## config.mk

```make
export PLATFORM = sky130hd
export DESIGN_NAME = dmb_cmd_queue
export DESIGN_NICKNAME = d
export VERILOG_FILES = /design/src/rtl/dmb_pkg.sv /design/src/rtl/dmb_cmd_queue.sv
export SDC_FILE = /design/constraint.sdc
export NUM_CORES = 1
export LEC_CHECK = 0
export BUFFER_PORTS_ARGS = -buffer_cell sky130_fd_sc_hd__buf_2
export CORE_ASPECT_RATIO = 1.5
export CORE_UTILIZATION = 60
export DETAILED_ROUTE_END_ITERATION = 16
export HOLD_SLACK_MARGIN = 0.15
export PLACE_DENSITY = 0.87
export SKIP_LAST_GASP = 1
export SLEW_MARGIN = 20
export SYNTH_ARGS = -nofsm -noshare
export SYNTH_HDL_FRONTEND = slang
export SYNTH_SLANG_ARGS = --single-unit
```

## constraint.sdc

```tcl
create_clock -name clk -period 5.7 [get_ports clk]
set_input_delay 1.14 -clock clk [delete_from_list [all_inputs] [get_ports clk]]
set_output_delay 1.14 -clock clk [all_outputs]
set_load 0.01 [all_outputs]
```

## src/rtl/dmb_pkg.sv

```systemverilog
// ----------------------------------------------------------------------------
// dmb_pkg
// Types and fixed constants shared by the dot-matrix board I/O window.
// ----------------------------------------------------------------------------
package dmb_pkg;

    // op codes of an input request
    localparam logic [2:0] OP_BUS_READ  = 3'd0;
    localparam logic [2:0] OP_BUS_WRITE = 3'd1;
    localparam logic [2:0] OP_HOST_PUSH = 3'd2;
    localparam logic [2:0] OP_TICK      = 3'd3;
    localparam logic [2:0] OP_MAP_READ  = 3'd4;

    // bus addresses decoded by the window
    localparam logic [15:0] ADDR_STATUS   = 16'h2000;
    localparam logic [15:0] ADDR_MAP      = 16'h2800;
    localparam logic [15:0] ADDR_RING     = 16'h3000;
    localparam logic [15:0] ADDR_FIRQ_ACK = 16'h3800;

    // command kinds after classification
    localparam logic [2:0] CMD_NONE     = 3'd0;
    localparam logic [2:0] CMD_POP      = 3'd1;
    localparam logic [2:0] CMD_STATUS   = 3'd2;
    localparam logic [2:0] CMD_MAP_WR   = 3'd3;
    localparam logic [2:0] CMD_FIRQ_CLR = 3'd4;
    localparam logic [2:0] CMD_PUSH     = 3'd5;
    localparam logic [2:0] CMD_TICK     = 3'd6;
    localparam logic [2:0] CMD_MAP_RD   = 3'd7;

    localparam int RING_WRAP_LIMIT = 500;
    localparam logic [16:0] ACCUM_MAX = 17'h1FFFF;
    localparam logic [15:0] TICK_PERIOD_RESET = 16'd4000;

    localparam int CMD_QUEUE_DEPTH = 4;
    localparam int RES_QUEUE_DEPTH = 4;

    typedef struct packed {
        logic [2:0]  op;
        logic [15:0] addr;
        logic [7:0]  data;
        logic [7:0]  cycles;
        logic [7:0]  map_index;
    } item_t;

    typedef struct packed {
        logic [7:0] read_data;
        logic [7:0] map_byte;
        logic       irq_level;
        logic       firq_level;
        logic       frame_ready;
        logic [7:0] status_value;
    } result_t;

    // classified command: every kind needs at most one byte of argument
    typedef struct packed {
        logic [2:0] kind;
        logic [7:0] arg;
    } cmd_t;

    // what the writeback stage needs to finish a command
    typedef struct packed {
        logic       ring_ok;
        logic       map_rd_ok;
        logic       map_wr;
        logic       old_ok;
        logic       last;
        logic [7:0] wr_data;
        logic       irq;
        logic       firq;
        logic [7:0] status;
    } wb_t;

endpackage

```

## src/rtl/dmb_cmd_queue.sv

```systemverilog
// ----------------------------------------------------------------------------
// dmb_cmd_queue
// Short command queue between the front end and the execution back end.
// ----------------------------------------------------------------------------
module dmb_cmd_queue
(
    input  logic          clk,
    input  logic          rst_n,
    input  logic          wr,
    input  dmb_pkg::cmd_t wr_cmd,
    output logic          ready,
    input  logic          rd,
    output logic          valid,
    output dmb_pkg::cmd_t rd_cmd
);

    localparam int DEPTH = dmb_pkg::CMD_QUEUE_DEPTH;
    localparam int PTR_W = $clog2(DEPTH);
    localparam int CNT_W = $clog2(DEPTH + 1);

    dmb_pkg::cmd_t    mem_reg [DEPTH];
    logic [PTR_W-1:0] wr_ptr_reg;
    logic [PTR_W-1:0] wr_ptr_next;
    logic [PTR_W-1:0] rd_ptr_reg;
    logic [PTR_W-1:0] rd_ptr_next;
    logic [CNT_W-1:0] count_reg;
    logic [CNT_W-1:0] count_next;
    logic             do_wr;
    logic             do_rd;

    assign ready  = count_reg != CNT_W'(DEPTH);
    assign valid  = count_reg != '0;
    assign rd_cmd = mem_reg[rd_ptr_reg];
    assign do_wr  = wr && ready;
    assign do_rd  = rd && valid;

    always_comb
    begin
        wr_ptr_next = wr_ptr_reg;
        rd_ptr_next = rd_ptr_reg;
        count_next  = count_reg;
        if (do_wr)
        begin
            wr_ptr_next = wr_ptr_reg + PTR_W'(1);
        end
        if (do_rd)
        begin
            rd_ptr_next = rd_ptr_reg + PTR_W'(1);
        end
        if (do_wr && !do_rd)
        begin
            count_next = count_reg + CNT_W'(1);
        end
        else if (do_rd && !do_wr)
        begin
            count_next = count_reg - CNT_W'(1);
        end
    end

    always_ff @(posedge clk or negedge rst_n)
    begin
        if (!rst_n)
        begin
            wr_ptr_reg <= '0;
            rd_ptr_reg <= '0;
            count_reg  <= '0;
        end
        else
        begin
            wr_ptr_reg <= wr_ptr_next;
            rd_ptr_reg <= rd_ptr_next;
            count_reg  <= count_next;
        end
    end

    always_ff @(posedge clk)
    begin
        if (do_wr)
        begin
            mem_reg[wr_ptr_reg] <= wr_cmd;
        end
    end

endmodule

```

## After elaboration in Yosys (flattened, before gate mapping)

Memory sizes are Yosys's and may differ from the RTL's.
Index checks and enable logic that the tools add are counted.
W data, S select, Z words.

- $add $sub $neg: 4
- Equality and inequality tests: 1
- Multiplexer cells: 4
- Reductions and logical operators: 8

Operator list:

| operator | count |
|---|---|
| $mux W3 | 2 |
| $add A2 B1 Y2 const B | 2 |
| $logic_and A1 B1 Y1 | 4 |
| $add A3 B1 Y3 const B | 1 |
| $ne A3 B3 Y1 const B | 1 |
| $reduce_bool A3 Y1 | 1 |
| $sub A3 B1 Y3 const B | 1 |
| $logic_not A1 Y1 | 2 |
| $mux W1 | 2 |
| $reduce_bool A2 Y1 | 1 |

- Bits in registers: 7
- RAM bits: 44
- Word-level logic and storage cells: 21
- Memories kept: 1

Memories:

| name | words | width | rd ports | clocked after Yosys merged registers in | wr ports | RTL line | source |
|---|---|---|---|---|---|---|---|
| mem_reg | 4 | 11 | 1 | 0 | 1 | dmb_cmd_queue.sv:21 | `dmb_pkg::cmd_t mem_reg [DEPTH];` |

## Longest topological paths before layout

Gate-level depths: netlist of the first run.

- Depth after elaboration: 6
- Gate-level depth with buffers: 8

## Least setup slack after synthesis of the first run

OpenSTA, ideal clock, no wires.

- Kind: input -> register
- Start: in wr
- End: reg count_reg[2]
- Arrival: 2388 ps
- Path slack: 3232 ps
- Cell stages on the path: 7
- Buffers on the path: 0
- Cell sequence: a21boi_2 > ha_1 > inv_1 > fa_1 > xor2_1 > nor2_1 > xor2_1

- Word-level cells in the longest chain between the ends: 4
- Elaborated cells between the ends (all ways): 6

Ends and longest elaborated chain:

| what | RTL line | source |
|---|---|---|
| start, declared | dmb_cmd_queue.sv:9 | `input logic wr,` |
| $logic_and A1 B1 Y1 (*) | dmb_cmd_queue.sv:34 | `assign do_wr = wr && ready;` |
| $logic_not A1 Y1 | dmb_cmd_queue.sv:54 | `else if (do_rd && !do_wr)` |
| $logic_and A1 B1 Y1 | dmb_cmd_queue.sv:54 |  |
| $reduce_bool A2 Y1 (no source line) | - |  |
| end signal, assigned | dmb_cmd_queue.sv:72 | `count_reg <= count_next;` |
| end, declared | dmb_cmd_queue.sv:26 | `logic [CNT_W-1:0] count_reg;` |

Every way passes the cells marked *; elsewhere a longest branch is shown, timed or not.
A chain may end at the register's enable or synchronous reset.

==> results of run 1 <==
[cell families after synthesis]
logic type                 count (synthesis)
DFF                                       51
muxes                                     13
and+or+nand+nor                           10
xor gates and xnor gates                   6
adders and majority gates                  6
buffers and inverters                      5
AOI/OAI and AO/OA                          1
[worst max-delay path: stages, from the launching register on]
cell     delay [ns]
dfrtp_1        0.85
mux4_1         0.64
buf_2          0.16
[power by group]
part           total [mW]  switching, mW  internal [mW]
Sequential          0.586         0.0833          0.503
Combinational       0.336          0.159          0.177
Clock               0.245          0.114          0.131
Total                1.17          0.356          0.811
[cell type report]
cell class	count	share of cell area (%)
Sequential cell	51	65.32
Timing Repair Buffer	27	5.898
Inverter	3	0.4915
Multi-Input combinational cell	36	21.46
Tap cell	40	2.185
Clock inverter	1	1.311
Clock buffer	7	3.332
[routing by layer]
metal	up-vias	share of wire, %	wire (um)	track usage [%]
met3	9	4.9	175	8.542
li1	423	-	-	-
met5	-	0	0	0
met1	497	40	1432	26.52
met4	0	2.5	89	13.40
met2	31	52	1846	39.12
[worst min-delay path by stage]
stage / endpoint / slack [ns] / depth (start not counted)
4_1_cts: count_reg[2] / 0.54 / 1
6_report: count_reg[2] / 0.54 / 1
2_1_floorplan: count_reg[2] / 0.50 / 1
5_1_grt: count_reg[2] / 0.57 / 1
3_5_place_dp: count_reg[2] / 0.52 / 1
3_3_place_gp: count_reg[2] / 0.51 / 1
[layout by cell type, fill, tap and decap left out, types with 2 or more instances in the layout]
cell type,netlist,final
edfxtp_1,44,44
buf_2,1,27
mux4_2,8,8
dfrtp_1,7,7
ha_1,5,5
clkbuf_8,0,5
and2_1,4,4
xnor2_1,4,4
inv_1,3,3
mux4_1,3,3
nor2_1,2,2
xor2_1,2,2
clkbuf_1,0,2
==> results.cfg, run 1 <==
[outcome]
status = finished clean

[clock_tree]
insertion_delay_ns = 0.31
cts-buffers-inserted = 5
cts_sinks = 51
post_cts_resized = 0
h-tree-depth = 2
cts-hold-fix-buffers = 0
ctsRootBufferMaster = clkbuf_8
cts_setup_buffers = 0
clk_pin_slew_ns = 0.09
cts_tree = done
clock_path_buffers = 2

[routing]
dr.pass1.iters = 5
drt_iter0_markers = 49
num_vias = 960
wire_per_inst_um = 21.47
wirelength_um = 3543
drc_errors = 0
ant_nets = 0
vias_per_cell = 5.818

[logic_synthesis]
synth_area_leaders = edfxtp_1, mux4_2, dfrtp_1
synth_compound_area_share_pct = 0.5587
syn_area_per_cell_sq_um = 21.91
ys_async_sr_fraction_pct = 13.73
yosysWarnings = 0
syn_area_sq_mm = 0.002016
synth.largest_area_cell = edfxtp_1
ys_seq_area_share_pct = 74.24
synth_most_common_cell = edfxtp_1
yosys.area.top_type_share_pct = 65.55
ys.flop_type = edfxtp_1
synth-seq-cells = 51
synth_cells = 92
synth-edff-count = 44
yosys.area_share.simple_pct = 3.166
synthMuxAreaShare_pct = 13.97
synthTopCellsByCount = edfxtp_1, mux4_2, dfrtp_1
synthAdderAreaFrac_pct = 4.097
ys_types = 20
synth_top_family_by_area = multiplexers
synth-xor-area-share_pct = 2.607
syn_nets = 113

[timing]
rsz0062_at_grt = false
hold_viol_final = 0
finClkSkew_ns = 0.006667
tightest_slew_ns = 0.7746
fin_ws_ns = 2.594
finalSetupTns_ns = 0
whs_ns = 0.5400
min_period_over_period_pct = 54.50
max_freq_mhz = 321.9
layout_min_cycle_time_ns = 3.106
slew_headroom_pct = 48.36
report.final.setup_viol = 0
final_max_slew_viol_count = 0

[layout]
multi_input_area_sq_um = 491.7
area_growth_pct = 13.66
drive_above_1_share_pct = 36.80
stdcell_area_sq_mm = 0.002291
layout.nets = 145
largest_register_ffs = 44
final_core_util_pct = 71.80
n_fill_cell = 220
ff_latch_area_sq_mm = 0.001496
diodes = 0
stdcell_count = 165

[power_and_ir_drop]
leakagePower_nw = 0.8387
p_per_area_mw_per_mm2 = 509.4
peakVddDrop_uv = 327.4
finalPower_mw = 1.167

[placement]
portBuffers = 27
dp_cells = 157
gp_congestion = 0.6674
dp_hpwl_um = 2196
dp_slack_ns = 2.912
placed_area_sq_mm = 0.002185

[floorplanning]
die_h_um = 72.99
ios = 28
start_util_pct = 63.18
die_w_um = 49.33
row_count = 25
fp.coreArea_sq_mm = 0.003191
die_area_sq_mm = 0.003600

[worst_setup_path]
path_class = flop to output pin
worstSetupEndpoint = rd_cmd[7]
r2r_end = count_reg[2]
cp-startpoint = rd_ptr_reg[0]
critPathCaptureType = output pin
arrival_ns = 1.97
crit_required_ns = 4.56
start_kind = flop
r2r_slack_ns = 3.60
crit_fanout = 13
r2r_start = count_reg[0]
ff2ff_path_depth = 8

[global_route]
grt_overflow = 0
grt_max_degree = 16
grt_pass1_wl_um = 5388
grt_pass1_vias = 1036
antenna_found_initial = 0
grtUsageTotal_pct = 23.70

[job]
drv_cap = 0

[min_path]
min_path_type = flop to flop
min_from = count_reg[2]
Power figures use the tool's default switching activity.
==> run 2: changes to the inputs <==
ABC_AREA = 1   (was unset)
CORE_UTILIZATION = 56   (was 60)
PLACE_DENSITY = 0.82   (was 0.87)
clock period = 2.9 ns   (was 5.7 ns; I/O delays follow)
==> run 2 against run 1 <==
Global-route usage is 4.3 points lower. Non-clock buffer count is 6 higher. Largest cell class unchanged. Total power is 100% higher. Synthesized area is 9.4% higher. Routed wire length is 1.3% lower. Setup slack worse by 2.0 ns. Clock-buffer cell count stayed put. Clock skew hardly changed. Clock power is 63% higher. Via count is 41% higher.
==> results.cfg, run 2 <==
[outcome]
status = finished clean

[logic_synthesis]
synth_cells = 187
ys_async_sr_fraction_pct = 13.73
ys_types = 16
ys.flop_type = edfxtp_1
syn_area_sq_mm = 0.002205
synth.largest_area_cell = edfxtp_1
syn_area_per_cell_sq_um = 11.79
synth_most_common_cell = nand2_1
yosysWarnings = 0
synth-seq-cells = 51
syn_nets = 208
synth-edff-count = 44
yosys.area.top_type_share_pct = 59.93
synthTopCellsByCount = nand2_1, edfxtp_1, inv_1
synth_area_leaders = edfxtp_1, nand2_1, dfrtp_1
ys_seq_area_share_pct = 67.88

[worst_setup_path]
r2r_start = count_reg[1]
crit_path_max_incr_delay_ns = 0.51
critPathCaptureType = output pin
cpMaxStageDelayCell = inv_2
worstPathCellList = inv_2, nand2_1, o211ai_1, nand2_1, buf_2
crit_required_ns = 2.32
arrival_ns = 1.73
crit_fanout = 45
path_class = flop to output pin
start_kind = flop
crit_top_cell = nand2_1
cp-startpoint = rd_ptr_reg[0]

[layout]
layout_commonest_cell = nand2_1
stdcell_area_sq_mm = 0.002477
diodes = 0
n_fill_cell = 289
final_cell_mix = nand2_1, edfxtp_1, inv_1
ff_latch_area_sq_mm = 0.001496
multi_input_area_sq_um = 510.5
drive_above_1_share_pct = 18.47
area_growth_pct = 12.37
largest_register_ffs = 44
stdcell_count = 265
layout.nets = 242

[timing]
slew_headroom_pct = 54.78
min_period_over_period_pct = 79.58
finalSetupTns_ns = 0
max_freq_mhz = 433.3
finClkSkew_ns = 0.006187
rsz0062_at_grt = false
report.final.setup_viol = 0
final_max_slew_viol_count = 0
layout_min_cycle_time_ns = 2.308
tightest_slew_ns = 0.6772
hold_viol_final = 0
whs_ns = 0.4945

[clock_tree]
clock_path_buffers = 2
post_cts_resized = 0
cts-buffers-inserted = 5
clk_pin_slew_ns = 0.08
cts_tree = done
cts_setup_buffers = 0
cts_sinks = 51
insertion_delay_ns = 0.30
h-tree-depth = 2
ctsRootBufferMaster = clkbuf_8
cts-hold-fix-buffers = 1

[power_and_ir_drop]
leakagePower_nw = 1.098
p_per_area_mw_per_mm2 = 949.0
finalPower_mw = 2.351
peakVddDrop_uv = 760.9

[global_route]
grt_pass1_vias = 1289
antenna_found_initial = 0
grt_max_degree = 46
grt_pass1_wl_um = 5589
grt_overflow = 0
grtUsageTotal_pct = 19.43

[routing]
ant_nets = 0
drt_iter0_markers = 31
wire_per_inst_um = 13.20
dr.pass1.iters = 4
wirelength_um = 3497
num_vias = 1356
vias_per_cell = 5.117
drc_errors = 0

[floorplanning]
fp.coreArea_sq_mm = 0.003716
start_util_pct = 59.33
row_count = 27
die_w_um = 53.23
ios = 28
die_h_um = 78.85
die_area_sq_mm = 0.004197

[min_path]
min_from = wr_cmd[3]
min_path_type = primary input to flop

[placement]
portBuffers = 27
dp_cells = 256
dp_hpwl_um = 2337
gp_congestion = 0.7389
placed_area_sq_mm = 0.002376

[job]
drv_cap = 0
run 2: kinds of logic (layout without fill, tap and decap cells):
| family | Yosys count | after routing | share of synthesized area, % |
|---|---|---|---|
| compound gates | 23 | 23 | 7.718 |
| xor+xnor | 1 | 1 | 0.3973 |
| fa+ha+maj | 6 | 6 | 3.746 |
| buf+inv | 44 | 79 | 8.967 |
| flops | 51 | 51 | 67.88 |
| simple gates | 62 | 62 | 11.29 |
run 2: stage by stage:
stage / setup slack, ns / util [%]
CTS: 0.6076 / 66.67
detailed placement: 0.9390 / 63.94
global placement: 1.006 / 63.94
floorplan: 1.149 / -
finish: 0.5922 / 66.67
global route: 0.4846 / 66.67
run 2: where the power goes:
| group | internal (mW) | leakage [nW] | switching [mW] |
|---|---|---|---|
| combinational | 0.328 | 0.563 | 0.573 |
| clock | 0.192 | 0.0482 | 0.206 |
| sequential | 0.980 | 0.487 | 0.0716 |
run 2: routing by layer:
metal / track usage [%] / wire, um / vias up
met4: 7.895 / 76 / 0
met5: 0 / 0 / -
met3: 4.981 / 121 / 8
li1: - / - / 692
met2: 36.25 / 1966 / 30
met1: 19.10 / 1333 / 626
run 2: final timing paths:
check | endpoint | slack [ns] | cells after the start
worst max-delay path | rd_cmd[8] | 0.59 | 5
worst min-delay path | mem_reg[2][3] | 0.49 | 1
worst max register to register | count_reg[1] | 1.01 | 9
worst min register to register | count_reg[2] | 0.53 | 2
max in group asynchronous | rd_ptr_reg[1] | 2.08 | 2
min in group asynchronous | wr_ptr_reg[1] | 0.65 | 2
run 2: final cells by class:
| type | instances | share of cell area (%) |
|---|---|---|
| clock buffer | 7 | 3.485 |
| clock inverter | 1 | 0.2020 |
| inverter | 38 | 5.758 |
| multi-input combinational | 92 | 20.61 |
| sequential | 51 | 60.40 |
| tap | 43 | 2.172 |
| timing repair buffer | 33 | 7.374 |
run 2: critical path: cells and delay by family, from the launching register on:
kind	cells	cell delay (ns)
AOI/OAI and AO/OA	1	0.13
buffers and inverters	2	0.65
DFF	1	0.41
and+or+nand+nor	2	0.23
