===== src/rtl/dmb_pkg.sv =====
// ----------------------------------------------------------------------------
// dmb_pkg
// Types and fixed constants shared by the dot-matrix board I/O window.
// ----------------------------------------------------------------------------
package dmb_pkg;

    // op codes of an input request
    localparam logic [2:0] OP_BUS_READ  = 3'd0;
    localparam logic [2:0] OP_BUS_WRITE = 3'd1;
    localparam logic [2:0] OP_HOST_PUSH = 3'd2;
    localparam logic [2:0] OP_TICK      = 3'd3;
    localparam logic [2:0] OP_MAP_READ  = 3'd4;

    // bus addresses decoded by the window
    localparam logic [15:0] ADDR_STATUS   = 16'h2000;
    localparam logic [15:0] ADDR_MAP      = 16'h2800;
    localparam logic [15:0] ADDR_RING     = 16'h3000;
    localparam logic [15:0] ADDR_FIRQ_ACK = 16'h3800;

    // command kinds after classification
    localparam logic [2:0] CMD_NONE     = 3'd0;
    localparam logic [2:0] CMD_POP      = 3'd1;
    localparam logic [2:0] CMD_STATUS   = 3'd2;
    localparam logic [2:0] CMD_MAP_WR   = 3'd3;
    localparam logic [2:0] CMD_FIRQ_CLR = 3'd4;
    localparam logic [2:0] CMD_PUSH     = 3'd5;
    localparam logic [2:0] CMD_TICK     = 3'd6;
    localparam logic [2:0] CMD_MAP_RD   = 3'd7;

    localparam int RING_WRAP_LIMIT = 500;
    localparam logic [16:0] ACCUM_MAX = 17'h1FFFF;
    localparam logic [15:0] TICK_PERIOD_RESET = 16'd4000;

    localparam int CMD_QUEUE_DEPTH = 4;
    localparam int RES_QUEUE_DEPTH = 4;

    typedef struct packed {
        logic [2:0]  op;
        logic [15:0] addr;
        logic [7:0]  data;
        logic [7:0]  cycles;
        logic [7:0]  map_index;
    } item_t;

    typedef struct packed {
        logic [7:0] read_data;
        logic [7:0] map_byte;
        logic       irq_level;
        logic       firq_level;
        logic       frame_ready;
        logic [7:0] status_value;
    } result_t;

    // classified command: every kind needs at most one byte of argument
    typedef struct packed {
        logic [2:0] kind;
        logic [7:0] arg;
    } cmd_t;

    // what the writeback stage needs to finish a command
    typedef struct packed {
        logic       ring_ok;
        logic       map_rd_ok;
        logic       map_wr;
        logic       old_ok;
        logic       last;
        logic [7:0] wr_data;
        logic       irq;
        logic       firq;
        logic [7:0] status;
    } wb_t;

endpackage


===== src/rtl/dmb_front.sv =====
// ----------------------------------------------------------------------------
// dmb_front
// Accepts input requests and classifies them into one-byte commands.
// ----------------------------------------------------------------------------
module dmb_front
(
    input  logic            clk,
    input  logic            rst_n,
    input  logic            push,
    output logic            full,
    input  dmb_pkg::item_t  item,
    input  logic            cq_ready,
    output logic            cq_wr,
    output dmb_pkg::cmd_t   cq_cmd
);

    logic          f_valid_reg;
    logic          f_valid_next;
    dmb_pkg::cmd_t f_cmd_reg;
    dmb_pkg::cmd_t dec_cmd;
    logic          accept;

    assign full   = f_valid_reg && !cq_ready;
    assign accept = push && !full;
    assign cq_wr  = f_valid_reg;
    assign cq_cmd = f_cmd_reg;

    always_comb
    begin
        dec_cmd.kind = dmb_pkg::CMD_NONE;
        dec_cmd.arg  = item.data;
        case (item.op)
            dmb_pkg::OP_BUS_READ:
            begin
                if (item.addr == dmb_pkg::ADDR_RING)
                begin
                    dec_cmd.kind = dmb_pkg::CMD_POP;
                end
            end
            dmb_pkg::OP_BUS_WRITE:
            begin
                if (item.addr == dmb_pkg::ADDR_STATUS)
                begin
                    dec_cmd.kind = dmb_pkg::CMD_STATUS;
                end
                else if (item.addr == dmb_pkg::ADDR_MAP)
                begin
                    dec_cmd.kind = dmb_pkg::CMD_MAP_WR;
                end
                else if (item.addr == dmb_pkg::ADDR_FIRQ_ACK)
                begin
                    dec_cmd.kind = dmb_pkg::CMD_FIRQ_CLR;
                end
            end
            dmb_pkg::OP_HOST_PUSH:
            begin
                dec_cmd.kind = dmb_pkg::CMD_PUSH;
            end
            dmb_pkg::OP_TICK:
            begin
                dec_cmd.kind = dmb_pkg::CMD_TICK;
                dec_cmd.arg  = item.cycles;
            end
            dmb_pkg::OP_MAP_READ:
            begin
                dec_cmd.kind = dmb_pkg::CMD_MAP_RD;
                dec_cmd.arg  = item.map_index;
            end
            default:
            begin
                dec_cmd.kind = dmb_pkg::CMD_NONE;
            end
        endcase
    end

    always_comb
    begin
        f_valid_next = f_valid_reg;
        if (accept)
        begin
            f_valid_next = 1'b1;
        end
        else if (f_valid_reg && cq_ready)
        begin
            f_valid_next = 1'b0;
        end
    end

    always_ff @(posedge clk or negedge rst_n)
    begin
        if (!rst_n)
        begin
            f_valid_reg <= 1'b0;
        end
        else
        begin
            f_valid_reg <= f_valid_next;
        end
    end

    always_ff @(posedge clk)
    begin
        if (accept)
        begin
            f_cmd_reg <= dec_cmd;
        end
    end

endmodule


===== config.mk =====
export PLATFORM = sky130hd
export DESIGN_NAME = dmb_front
export DESIGN_NICKNAME = d
export VERILOG_FILES = /design/src/rtl/dmb_pkg.sv /design/src/rtl/dmb_front.sv
export SDC_FILE = /design/constraint.sdc
export NUM_CORES = 1
export LEC_CHECK = 0
export BUFFER_PORTS_ARGS = -buffer_cell sky130_fd_sc_hd__buf_2
export CORE_UTILIZATION = 41
export CTS_CLUSTER_DIAMETER = 40
export DETAILED_ROUTE_END_ITERATION = 10
export PLACE_DENSITY = 0.89
export SLEW_MARGIN = 15
export SYNTH_ARGS = -nofsm -noshare
export SYNTH_HDL_FRONTEND = slang
export SYNTH_SLANG_ARGS = --single-unit

===== constraint.sdc =====
create_clock -name clk -period 1.3 [get_ports clk]
set_input_delay 0.26 -clock clk [delete_from_list [all_inputs] [get_ports clk]]
set_output_delay 0.26 -clock clk [all_outputs]
set_load 0.01 [all_outputs]

Word-level counts from Yosys, hierarchy flattened

Index checks and enable logic that the tools add are counted.

Bits in latches: 0
Output and inout bits: 13
ROM bits: 0
Flip-flop bits (word level): 12
Bits in writable memories: 0
Input port bits: 47
Memories kept: 0
Logic and storage cells: 26

$add $sub $neg: 0
Eq/ne operators: 8
Reduce and logical (&&, ||, !) cells: 7
$lt $le $gt $ge: 0
Muxes and demuxes: 8
Multiply operators: 0
Bitwise gates (word level): 0
Shift operators: 0
Divide/modulo/power cells: 0

Operators with widths:

| cell                                                                     | count |
|---|---|
| 16-bit by 14-bit equality test with 1-bit output (second input constant) | 4 |
| 8-bit case mux with 2 select lines                                       | 1 |
| 3-bit case mux with 5 select lines                                       | 1 |
| 3-bit two-way mux                                                        | 3 |
| 3-bit by 2-bit equality test with 1-bit output (second input constant)   | 2 |
| 3-bit by 1-bit equality test with 1-bit output (second input constant)   | 1 |
| 3-bit equality test (second input constant)                              | 1 |
| 1-bit logical AND                                                        | 3 |
| 3-bit logical NOT                                                        | 1 |
| 1-bit two-way mux                                                        | 3 |
| 1-bit logical NOT                                                        | 2 |
| 2-bit nonzero test                                                       | 1 |

Longest topological paths before layout

Gate-level depths: netlist (run 1).

Depth in word-level cells: 5
Gate-level depth with buffers: 4
Mapped depth without buffers: 3

Least setup slack after synthesis (run 1)

OpenSTA, ideal clock, no wires.

Path kind: reg2reg
Start point: reg f_valid_reg, in the netlist cq_wr
End point: reg f_cmd_reg (netlist bit cq_cmd[0]) (enable)
Period minus slack after synthesis: 1197 ps
Data required time: 951 ps
Library setup time: 349 ps
Cell stages (with the launch flop): 3
Arrival: 848 ps
Setup slack: 103 ps
Buffers on the path: 0
Cell sequence: dfrtp_1 nand2b_1 and2_1

Word-level cells in the longest chain between the ends: 3

Ends and longest elaborated chain:

| element                | RTL line         | text |
|---|---|---|
| start, declared        | dmb_front.sv:17  | `logic f_valid_reg;` |
| start signal, assigned | dmb_front.sv:97  | `f_valid_reg <= f_valid_next;` |
| 1-bit logical AND      | dmb_front.sv:23  | `assign full = f_valid_reg && !cq_ready;` |
| 1-bit logical NOT      | dmb_front.sv:24  | `assign accept = push && !full;` |
| 1-bit logical AND      | dmb_front.sv:24  |  |
| net accept             | dmb_front.sv:21  | `logic accept;` |
| end signal, assigned   | dmb_front.sv:105 | `f_cmd_reg <= dec_cmd;` |
| end, declared          | dmb_front.sv:19  | `dmb_pkg::cmd_t f_cmd_reg;` |

The timed path passes the listed nets, and every way through them passes these cells.
A chain may end at the register's enable or synchronous reset.

Final worst setup path (run 1)

Start point: reg f_valid_reg, in the netlist cq_wr
End point: out full

Word-level cells in the longest chain between the ends: 1

Ends and longest elaborated chain:

| element           | RTL line        | text |
|---|---|---|
| 1-bit logical AND | dmb_front.sv:23 |  |
| end, declared     | dmb_front.sv:10 | `output logic full,` |

Every way passes these cells.

==> flow_summary_export.csv, run 1 <==
group,metric,value,unit
status,status,"complete, no violations",
clock_network,clock_path_buffers,2,
global_route,top_usage_layer,"met2",
die,die_area,2360,um^2
setup_path,worst-setup-path-type,"reg -> out",
clock_network,cts_sinks,12,
global_route,grt_use_met2,40.4,%
die,start_util,44.4,%
logic_synthesis,synth_top_area_share,37.1,%
job,cap_violations,0,
timing,fin_hold_ws,0.185,ns
timing,fmax,840,MHz
power,ir_worst_vdd,382,uV
detailed_routing,drt_wl_total,2580,um
logic_synthesis,ys_seq_area_share,39.9,%
clock_network,post-cts-setup-buffers,0,
timing,slew_headroom,67.0,%
setup_path,worstPathMaxFanout,3,
global_route,grt_pass1_wl,4080,um
final_layout,syn2layout_area_growth,45.1,%
final_layout,drive_above_1_share,48.4,%
power,finalPower,1.07,mW
die,rows,16,
detailed_routing,dr.pass1.iters,4,
setup_path,cp.arrival,0.93,ns
timing,period_share,91.6,%
global_route,grt_util_met3,1.57,%
global_route,grt_pass1_vias,997,
detailed_routing,vias_per_cell,5.51,
die,fp.coreArea,2000,um^2
final_layout,register_area,355,um^2
min_path,hp-class,"in -> reg",
timing,skew,0.00323,ns
power,leakage,0.546,nW
placement,hpwl,1970,um
timing,rsz0062_at_grt,"false",
final_layout,multiInputGateArea,485,um^2
timing,hold_viol_final,0,
final_layout,n_fill_cell,178,
logic_synthesis,ys_ff_latch,12,
logic_synthesis,synth.net_count,139,
die,chipHeight,48.6,um
clock_network,cts_root_buffer,"clkbuf_4",
global_route,gr-usage-met1,24.3,%
logic_synthesis,avgSynthCellArea,9.67,um^2
logic_synthesis,synth_cells,92,
logic_synthesis,yosys_warnings,0,
clock_network,clk_pin_slew,0.08,ns
detailed_routing,drc_errors,0,
final_layout,final_nets,205,
timing,fin_crit,1.19,ns
power,powerDensity,826,nW/um^2
timing,worst_pin_slew,0.496,ns
global_route,grt_max_degree,34,
global_route,grt_usage,22.0,%
logic_synthesis,synthTopCellsByArea,"edfxtp_1 (37%), a211oi_1 (6.8%), nor3b_1 (6.8%)",
setup_path,critPathLaunchType,"register",
logic_synthesis,synth_cell_type_count,26,
detailed_routing,routed-via-count,1013,
clock_network,cts_tree,"built",
die,pin_count,60,
detailed_routing,ant_nets,0,
logic_synthesis,ys_async_sr_fraction,8.33,%
logic_synthesis,synth_ff_type,"edfxtp_1",
global_route,globalRouteOverflowTotal,0,
clock_network,cts_made_buffers,3,
final_layout,diodes,0,
setup_path,critPathRequiredTime,1.04,ns
logic_synthesis,yosysTopAreaCell,"edfxtp_1",
logic_synthesis,yosysMostFrequentCell,"edfxtp_1",
placement,port_buffers,59,
setup_path,cp-end-kind,"output pin",
detailed_routing,first_iter_violations,24,
global_route,antenna_found_initial,0,
timing,setup_viol_count_final,0,
clock_network,cts_max_level,1,
logic_synthesis,synth_area,890,um^2
timing,drv_slew,0,
clock_network,insertion_delay,0.28,ns
placement,place.gp.congestion,0.800,
logic_synthesis,synth_edf_count,11,
detailed_routing,wl_per_cell,14.0,um
die,die_x,48.6,um
cell families (layout without fill, tap and decap cells):
| kind of cell | Yosys count | count (layout) | share of synthesized area (%) |
|---|---|---|---|
| xor gates and xnor gates | 1 | 1 | 0.985 |
| buffers and inverters | 10 | 75 | 5.63 |
| AOI/OAI and AO/OA | 28 | 28 | 22.6 |
| DFF | 12 | 12 | 39.9 |
| and+or+nand+nor | 41 | 41 | 30.8 |
path summary, 6_finish.rpt:
check / from / endpoint / slack, ns / cells after the start
max: cq_wr / full / 0.11 / 3
min: push / cq_wr / 0.19 / 2
max reg2reg: cq_wr / cq_cmd[9] / 0.16 / 2
min reg2reg: cq_wr / cq_wr / 0.54 / 2
max in group asynchronous: rst_n / cq_wr / 0.95 / 2
min in group asynchronous: rst_n / cq_wr / 0.27 / 2
critical path: stages (launching register included):
cell and delay, ns:
dfrtp_1 0.38, nand2b_1 0.10, inv_1 0.04, buf_2 0.13
report_power, final:
part / switching [mW] / leakage, nW / internal [mW]
clock: 0.138 / 0.0210 / 0.170
combinational: 0.145 / 0.409 / 0.150
sequential: 0.00644 / 0.115 / 0.457
total: 0.289 / 0.546 / 0.777
cell type report:
class | count | area share [%]
multi-input cells | 70 | 37.6
well taps | 27 | 2.62
inverters | 2 | 0.581
repair buffers | 69 | 28.9
clock buffers | 4 | 2.81
flip-flops and latches | 12 | 27.5
metrics by stage:
step / setup TNS [ns] / utilization [%] / cell area (um^2) / worst slack [ns] / instances
after global routing: 0 / 64.5 / 1290 / 0.00829 / 184
after CTS: 0 / 64.9 / 1300 / 0.0263 / 185
after global placement: 0 / 62.5 / 1250 / 0.0174 / 180
after floorplan: 0 / - / 890 / 0.103 / 92
after detailed placement: -0.289 / 62.5 / 1250 / -0.0676 / 180
final: 0 / 64.5 / 1290 / 0.110 / 184
layout by cell type, fill, tap and decap left out, types with 2 or more instances in the layout:
cell	Yosys	layout
a211oi_1	8	8
buf_2	7	59
buf_4	1	9
clkbuf_4	0	3
edfxtp_1	11	11
inv_1	2	2
nand2_1	2	2
nand2b_1	2	2
nor2_1	3	3
nor2b_1	8	8
nor3_1	8	8
nor3b_1	8	8
nor4_2	2	2
o21a_1	8	8
o221ai_1	2	2
o22ai_1	8	8
state kept, by name, indices dropped and copies added (netlist names):
name	flops
cq_cmd	11
cq_wr	1
layer usage:
metal  vias up  routed length (um)  part of all wire, %
li1        486                   -                    -
met1       474                1010                   39
met2        46                1320                   51
met3         7                 181                  7.0
met4         0                  80                  3.1
met5         -                   0                    0
what timing repair did:
item,in CTS,in global routing
hold buffers,1,0
gates resized for setup,1,0
endpoints found under the setup margin,11,1
endpoints found under the hold margin,1,0
Power figures use the tool's default switching activity.
==> inputs of run 2 (changes only) <==
--- a/config.mk
+++ b/config.mk
@@ -9,7 +9,7 @@
 export CORE_UTILIZATION = 41
 export CTS_CLUSTER_DIAMETER = 40
 export DETAILED_ROUTE_END_ITERATION = 10
-export PLACE_DENSITY = 0.89
+export PLACE_DENSITY = 0.8
 export SLEW_MARGIN = 15
 export SYNTH_ARGS = -nofsm -noshare
 export SYNTH_HDL_FRONTEND = slang
==> constraint.sdc (replaced) <==
create_clock -name clk -period 1.3 [get_ports clk]
set_input_delay 0.325 -clock clk [delete_from_list [all_inputs] [get_ports clk]]
set_output_delay 0.325 -clock clk [all_outputs]
set_load 0.01 [all_outputs]
==> run 2 against run 1 <==
  * The run now ends with negative setup slack left
  * Fmax shrank 11%
  * Hold slack gained 0.062 ns
  * Total power up 1.4%
  * Non-clock buffer count is 6 higher
  * First-iteration DRC count shrank 42%
  * Global-route usage up 0.94 points
  * Critical path type unchanged
  * Critical endpoint unchanged
==> flow_summary_export.csv, run 2 (synthesized netlist as in run 1, its figures left out) <==
group,metric,value,unit
status,status,"finished with violations",
status,violations,"negative setup slack",
die,start_util,44.4,%
power,leakage,0.574,nW
final_layout,largest_register_ffs,11,
detailed_routing,ant_nets,0,
setup_path,worstReg2RegStart,"cq_wr",
die,fp.coreArea,2000,um^2
clock_network,cts_made_buffers,3,
timing,fin_setup_tns,-0.0364,ns
setup_path,rr_endpoint,"cq_cmd[10]",
global_route,grt_pass1_vias,999,
setup_path,reg2regPathDepth,3,
min_path,min_delay_path_depth,2,
setup_path,worstPathCellList,"nand2b_1 > buf_4 > inv_2 > buf_6",
clock_network,cts_max_level,1,
die,die_area,2360,um^2
final_layout,final_nets,211,
final_layout,drive_above_1_share,50.9,%
final_layout,diodes,0,
placement,place_ws,-0.176,ns
final_layout,syn2layout_area_growth,50.9,%
setup_path,worstPathMaxFanout,2,
global_route,globalRouteOverflowTotal,0,
global_route,gr-usage-met1,26.2,%
clock_network,clock_path_buffers,2,
die,pin_count,60,
clock_network,insertion_delay,0.28,ns
placement,port_buffers,59,
power,p_int,793,uW
timing,skew,0.00243,ns
final_layout,layout_commonest_cell,"buf_2",
global_route,top_usage_layer,"met2",
clock_network,clk_pin_slew,0.08,ns
detailed_routing,dr.pass1.iters,4,
global_route,grt_usage,23.0,%
power,ir_worst_vdd,478,uV
detailed_routing,wl_per_cell,13.2,um
setup_path,worst-setup-path-type,"reg -> out",
clock_network,cts_root_buffer,"clkbuf_4",
timing,setup_viol_count_final,1,
setup_path,cp.arrival,1.01,ns
timing,slew_headroom,65.6,%
clock_network,cts_sinks,12,
setup_path,critPathLaunchType,"register",
timing,fmax,748,MHz
detailed_routing,first_iter_violations,14,
final_layout,layout_common_cells,"buf_2 (58), buf_4 (15), edfxtp_1 (11)",
detailed_routing,vias_per_cell,5.34,
power,clkPwrFrac,28.1,%
setup_path,ff2ff_setup_slack,0.08,ns
timing,worst_slack,-0.0364,ns
die,die_x,48.6,um
timing,fin_crit,1.34,ns
detailed_routing,routed-via-count,1014,
setup_path,critPathRequiredTime,0.98,ns
power,powerDensity,805,nW/um^2
min_path,hp-class,"in -> reg",
timing,hold_viol_final,0,
global_route,grt_use_met2,40.1,%
global_route,grt_max_degree,35,
min_path,hold_path_end,"cq_wr",
clock_network,cts_tree,"built",
power,comb_power_share,29.0,%
power,p_sw,288,uW
die,chipHeight,48.6,um
setup_path,cp-end-kind,"output pin",
timing,worst_pin_slew,0.515,ns
power,seqPwrFrac,42.9,%
placement,hpwl,1970,um
setup_path,crit_slowest_cell,"dfrtp_1",
die,rows,16,
power,power_switching_share,26.7,%
detailed_routing,drt_wl_total,2500,um
placement,dp.cells,183,
placement,place.gp.congestion,0.793,
timing,drv_slew,0,
final_layout,stdcell_area,1340,um^2
job,cap_violations,0,
final_layout,stdcell_count,190,
timing,rsz0062_at_grt,"true",
timing,period_share,103,%
global_route,grt_util_met3,5.97,%
setup_path,max_stage_delay,0.38,ns
global_route,grt_pass1_wl,4230,um
global_route,antenna_found_initial,0,
min_path,worstHoldStart,"push",
detailed_routing,drc_errors,0,
placement,dpl-instance-area,1270,um^2
-- run 2: cell types whose count changed in the layout (fill, tap and decap cells not counted), sizes merged --
cell	before	now
buf	68	74
-- run 2: repair_timing --
item	in CTS	in global routing
resized for setup	3	0
hold endpoints to repair	1	0
buffers inserted	1	1
gates cloned	0	0
endpoints found under the setup margin	6	1
hold buffers	1	0
-- run 2: cell type report --
type                    instances  area (um^2)
repair buffers                 75          424
well taps                      27         33.8
flip-flops and latches         12          355
multi-input cells              70          485
clock buffers                   4         36.3
fillers                       171          659
inverters                       2         7.51
-- run 2: critical path: cells and delay by family, from the launching register on --
family	cells	cell delay, ns
buf+inv	3	0.25
simple gates	1	0.10
flops	1	0.38
-- run 2: worst max-delay path by stage --
stage                        start         to  slack [ns]  depth (start not counted)
after floorplan              cq_wr  cq_cmd[0]        0.10                          2
after global placement    item[42]  cq_cmd[0]       -0.11                          4
after detailed placement  item[42]  cq_cmd[0]       -0.18                          4
after CTS                    cq_wr       full       -0.03                          4
after global routing         cq_wr       full       -0.12                          4
final                        cq_wr       full       -0.04                          4
-- run 2: metal layers --
metal | vias to the layer above | wire length, um
li1 | 503 | -
met1 | 455 | 1050
met2 | 50 | 1240
met3 | 6 | 155
met4 | 0 | 53
met5 | - | 0
-- run 2: power groups by stage --
| stage | combinational [mW] | clock [mW] | sequential [mW] |
|---|---|---|---|
| final | 0.313 | 0.304 | 0.464 |
| after global routing | 0.342 | 0.332 | 0.468 |
| after CTS | 0.311 | 0.315 | 0.464 |
| after detailed placement | 0.301 | 0 | 0.473 |
| after global placement | 0.288 | 0 | 0.472 |
| after floorplan | 0.130 | 0 | 0.488 |
-- run 2: metrics by stage --
| stage | hold slack, ns | util [%] | power, mW |
|---|---|---|---|
| finish | 0.247 | 67.1 | 1.08 |
| global route | 0.245 | 67.1 | 1.14 |
| CTS | 0.241 | 66.7 | 1.09 |
| detailed placement | 0.101 | 63.6 | 0.774 |
| global placement | 0.0997 | 63.6 | 0.761 |
| floorplan | 0.0294 | - | 0.618 |
